$ cat src/tournament_branch_predictor_top_defines.svh
// Assertion helpers for the tournament branch predictor.
`ifndef TOURNAMENT_BRANCH_PREDICTOR_TOP_DEFINES_SVH
`define TOURNAMENT_BRANCH_PREDICTOR_TOP_DEFINES_SVH
`ifndef SYNTHESIS
// Same-cycle implication, checked outside reset.
`define TBP_ASSERT_IMP(lbl, clk, rst_n, ante, cons) \
	lbl: assert property (@(posedge clk) disable iff (!rst_n) (ante) |-> (cons)) \
	else $error("tbp assertion failed");
// Next-cycle implication, checked outside reset.
`define TBP_ASSERT_NEXT(lbl, clk, rst_n, ante, cons) \
	lbl: assert property (@(posedge clk) disable iff (!rst_n) (ante) |=> (cons)) \
	else $error("tbp assertion failed");
`else
`define TBP_ASSERT_IMP(lbl, clk, rst_n, ante, cons)
`define TBP_ASSERT_NEXT(lbl, clk, rst_n, ante, cons)
`endif
`endif

$ cat src/tbp_pkg.sv
package tbp_pkg;

	localparam int GLOBAL_ENTRIES        = 4096;
	localparam int LOCAL_HISTORY_ENTRIES = 1024;
	localparam int LOCAL_COUNTER_ENTRIES = 1024;

	localparam int GIDX_W  = $clog2(GLOBAL_ENTRIES);
	localparam int LHIDX_W = $clog2(LOCAL_HISTORY_ENTRIES);
	localparam int LCIDX_W = $clog2(LOCAL_COUNTER_ENTRIES);

	localparam int CLR_DEPTH_A = (GLOBAL_ENTRIES > LOCAL_HISTORY_ENTRIES) ?
		GLOBAL_ENTRIES : LOCAL_HISTORY_ENTRIES;
	localparam int CLR_DEPTH = (CLR_DEPTH_A > LOCAL_COUNTER_ENTRIES) ?
		CLR_DEPTH_A : LOCAL_COUNTER_ENTRIES;
	localparam int CLR_W = $clog2(CLR_DEPTH) + 1;

	localparam int GCTR_W = 2;
	localparam int LCTR_W = 3;
	localparam int CONF_W = 3;

	localparam logic OP_LOOKUP = 1'b0;
	localparam logic OP_UPDATE = 1'b1;

	typedef struct packed {
		logic        opcode;
		logic [31:0] branch_address;
		logic        outcome;
	} in_item_t;

	typedef struct packed {
		logic              predict_taken;
		logic [CONF_W-1:0] confidence;
	} out_item_t;

	// One entry of the global-indexed table: chooser and global counter.
	typedef struct packed {
		logic [GCTR_W-1:0] chooser;
		logic [GCTR_W-1:0] gctr;
	} gentry_t;

	typedef struct packed {
		logic [GCTR_W-1:0] chooser;
		logic [GCTR_W-1:0] gctr;
		logic [LCTR_W-1:0] lctr;
	} ctr_set_t;

endpackage

$ cat src/tbp_train.sv
module tbp_train (
	input  tbp_pkg::ctr_set_t  cur,
	input  logic               outcome,
	output tbp_pkg::ctr_set_t  nxt,
	output tbp_pkg::out_item_t pred
);
	import tbp_pkg::*;

	logic lright;
	logic gright;

	always_comb begin
		lright = (cur.lctr[LCTR_W-1] == outcome);
		gright = (cur.gctr[GCTR_W-1] == outcome);
		nxt = cur;
		if (outcome) begin
			if (cur.lctr != '1) begin
				nxt.lctr = cur.lctr + LCTR_W'(1);
			end
			if (cur.gctr != '1) begin
				nxt.gctr = cur.gctr + GCTR_W'(1);
			end
		end else begin
			if (cur.lctr != '0) begin
				nxt.lctr = cur.lctr - LCTR_W'(1);
			end
			if (cur.gctr != '0) begin
				nxt.gctr = cur.gctr - GCTR_W'(1);
			end
		end
		// The chooser moves only when exactly one side was right.
		if (lright != gright) begin
			if (gright) begin
				if (cur.chooser != '1) begin
					nxt.chooser = cur.chooser + GCTR_W'(1);
				end
			end else if (cur.chooser != '0) begin
				nxt.chooser = cur.chooser - GCTR_W'(1);
			end
		end
		if (cur.chooser[GCTR_W-1]) begin
			pred.predict_taken = cur.gctr[GCTR_W-1];
			pred.confidence    = {cur.gctr, 1'b0};
		end else begin
			pred.predict_taken = cur.lctr[LCTR_W-1];
			pred.confidence    = cur.lctr;
		end
	end

endmodule

$ cat config.mk
export PLATFORM = sky130hd
export DESIGN_NAME = tbp_train
export DESIGN_NICKNAME = d
export VERILOG_FILES = /design/src/tournament_branch_predictor_top_defines.svh /design/src/tbp_pkg.sv /design/src/tbp_train.sv
export SDC_FILE = /design/constraint.sdc
export NUM_CORES = 1
export LEC_CHECK = 0
export BUFFER_PORTS_ARGS = -buffer_cell sky130_fd_sc_hd__buf_2
export CAP_MARGIN = 20
export CORE_AREA = 5 5 42 44
export DETAILED_ROUTE_END_ITERATION = 10
export DIE_AREA = 0 0 47 49
export PLACE_DENSITY = 0.48
export RECOVER_POWER = 100
export SETUP_SLACK_MARGIN = 0.1
export SYNTH_ARGS = -nofsm -noshare
export SYNTH_HDL_FRONTEND = slang
export SYNTH_SLANG_ARGS = --single-unit
$ cat constraint.sdc
create_clock -name vclk -period 1.9
set_input_delay 0.38 -clock vclk [all_inputs]
set_output_delay 0.38 -clock vclk [all_outputs]
set_load 0.005 [all_outputs]
Yosys cells after proc, flatten, opt, wreduce, memory -nomap -nowiden
Index checks and enable logic that the tools add are counted.
{ "totals": {"ff_bits": 0, "input_bits": 8, "word_cells": 25} }
{ "classes": {"eq_ne": 6, "add_sub_neg": 6, "mux": 10, "n_reduce_logical": 3} }
{ "op_table": {"columns": ["op", "count"], "rows": [
  ["$mux 2", 6],
  ["$mux 3", 2],
  ["$mux 5", 1],
  ["$add 2x1->2 const B", 2],
  ["$mux 4", 1],
  ["$ne 2x2->1 const B", 2],
  ["$reduce_bool 2->1", 2],
  ["$sub 2x1->2 const B", 2],
  ["$add 3x1->3 const B", 1],
  ["$ne 3x3->1 const B", 1],
  ["$reduce_bool 3->1", 1],
  ["$sub 3x1->3 const B", 1],
  ["$eq 1x1->1", 2],
  ["$ne 1x1->1", 1]
]} }

Logic depth before layout (Yosys ltp)
{ "logic_depth": {"ltp_word": 4, "mapped_depth": 6} }

Worst setup path before layout
Ideal clock, no wire load.
{ "synth_timing": {"path_type": "in2out", "from": "in cur[0] in the netlist's numbering", "to": "out nxt[0] in the netlist's numbering", "path_buffers": 0, "slack_ns": 0.277, "arrival_ns": 1.243, "required_time_ns": 1.520, "cell_stages": 6, "path_cell_list": "inv_1 ha_1 ha_1 nor2b_1 a31oi_1 xnor2_1"} }
{ "synth_rtl": {"columns": ["item", "line_no", "text"], "rows": [
  ["start, declared", "tbp_train.sv:2", "input tbp_pkg::ctr_set_t cur,"],
  ["end, declared", "tbp_train.sv:4", "output tbp_pkg::ctr_set_t nxt,"]
]} }

==> results.yml <==
outcome:
  status: "complete, no violations"
placement:
  port_buffers: 19
  dp_slack_ns: 0.0294
  place_hpwl_um: 676
  routabilityCongestion: 0.757
logic_synthesis:
  synth_area_leader_cell: "ha_1"
  synth_top_area_frac: 0.148
  seq_area_frac_synth: 0
  synthCells: 46
  syn_nets: 58
  synthTopCellsByArea: "ha_1 (15%), buf_6 (6.7%), maj3_2 (6.7%), inv_1 (5.6%), nor2b_1 (5.6%)"
  synth.avg_cell_area_sq_um: 7.34
  synth_cell_types: 26
  synth_area_sq_um: 338
  ys_warn_count: 0
sta:
  setup_tns_ns: 0
  period_needed_ns: 1.75
  worst_pin_slew_ns: 0.344
  timing.final.ws_setup_ns: 0.151
  timing.final.max_slew_violations: 0
  slew_headroom: 0.771
  max_freq_ghz: 0.572
  finalSetupViolCount: 0
  hold_viol_final: 0
  finalCritPeriodShare: 0.920
  rsz0062_at_grt: "true"
global_route:
  grt_pass1_wl_um: 1490
  grt_start_max_net_pins: 15
  globalRouteOverflowTotal: 0
  antenna_found_initial: 0
  grt_use_total: 0.0801
  grt_pass1_vias: 329
layout:
  regArea_sq_um: 0
  syn_to_final_growth_pct: 53.7
  nClkBuffers: 0
  seq_cell_count: 0
  drive_above_1_share: 0.500
  diodes: 0
  nFillCells: 156
  nNetsFinal: 82
pwr:
  powerDensity_nw_per_um2: 218
  power_frac_seq: 0
  peakVddDrop_mv: 0.0803
  clockPowerShare: 0
  p_leak_nw: 0.220
  p_comb_frac: 1.000
  p_switching_w: 0.0000547
  internal_power_w: 0.0000584
  switching_share: 0.484
worst_setup_path:
  crit_type: "input pin to primary output"
  critPathRequiredTime_ns: 1.52
  end_kind: "primary output"
  critical_path.max_fanout: 2
  endpoint: "nxt[2]"
  startpoint: "cur[0]"
  crit_arrival_ns: 1.37
  cp-start-kind: "input pin"
routing:
  ant_nets: 0
  first_iter_violations: 7
  num_vias: 366
  drt_wl_total_um: 875
  routedWlPerCell_um: 10.4
  first_pass_iters: 3
  vias_per_cell: 4.36
  drcViolationCount: 0
floorplanning:
  dieHeight_um: 49
  start_util: 0.241
  die_area_sq_um: 2300
  fp.dieW_um: 47
  core_sq_um: 1400
  num_rows: 14
  io_pins: 19
min_path:
  holdPathStages: 4
  hold_class: "input pin to primary output"
job:
  drv_cap: 0
cts:
  ctsHoldBuffers: 0
what timing repair did:
item,4_1_cts,5_1_grt
buffers inserted,1,2
resized for setup,6,9
pin swaps,2,2
endpoints found under the setup margin,2,2
logic make-up (layout without fill, tap and decap cells):
family          after synthesis  in the layout  synth area share
compound gates               15             15             0.326
xor+xnor                      2              2            0.0741
fa+ha+maj                     6              6             0.215
buf+inv                       9             31             0.167
simple gates                 14             14             0.219
cells in the mapped netlist, types with 2 or more instances:
library cell / count
buf_4: 2
buf_6: 2
a21oi_1: 2
nor2_1: 4
nand2_1: 3
o21ai_1: 3
ha_1: 4
maj3_2: 2
inv_1: 5
nor2b_1: 3
power groups by stage:
| stage | clock (W) | sequential (W) | combinational [W] |
|---|---|---|---|
| floorplan | 0 | 0 | 0.0000637 |
| global placement | 0 | 0 | 0.000102 |
| detailed placement | 0 | 0 | 0.000102 |
| CTS | 0 | 0 | 0.000109 |
| global route | 0 | 0 | 0.000129 |
| finish | 0 | 0 | 0.000113 |
final cells by class:
type                            instances  area [sq um]  share of cell area
Multi-Input combinational cell         37           327               0.629
Tap cell                               16          20.0              0.0386
Inverter                                5          18.8              0.0361
Timing Repair Buffer                   26           154               0.296
cell usage in the layout, fill, tap and decap left out, types with 2 or more instances in the layout:
master     n
buf_2     11
buf_4      7
clkbuf_1   5
nor2_1     4
inv_2      3
nand2_1    3
a21oi_1    2
inv_1      2
nor2b_1    2
o21ai_1    2
o21ai_0    2
ha_4       2
ha_2       2
buf_6      2
worst min path at each step:
stage                       from      end  slack (ns)
after CTS                 cur[3]  pred[1]        1.07
after global routing      cur[6]  pred[0]        1.10
after detailed placement  cur[3]  pred[1]        1.07
final                     cur[3]  pred[1]        1.07
after global placement    cur[3]  pred[1]        1.07
after floorplan           cur[6]  pred[0]        0.79
critical path, cell delays in order:
cell,delay [ns]
buf_6,0.07
inv_2,0.04
ha_4,0.16
buf_4,0.12
buf_4,0.12
inv_2,0.04
ha_2,0.14
nor2_1,0.04
a21oi_1,0.12
clkbuf_1,0.12
through the flow:
step / util / std cells / hold WS (ns) / cell area, sq um / total power (W)
floorplan: - / 46 / 0.787 / 338 / 0.0000637
global placement: 0.318 / 81 / 1.07 / 445 / 0.000102
detailed placement: 0.318 / 81 / 1.07 / 445 / 0.000102
CTS: 0.341 / 82 / 1.07 / 478 / 0.000109
global route: 0.371 / 84 / 1.10 / 519 / 0.000129
finish: 0.371 / 84 / 1.07 / 519 / 0.000113
per-layer routing:
metal	GRT usage	part of all wire	wire length, um
met1	0.120	0.46	401
met2	0.133	0.48	424
met3	0	0.056	49
met4	0	0	0
met5	0	0	0
Power figures use the tool's default switching activity.
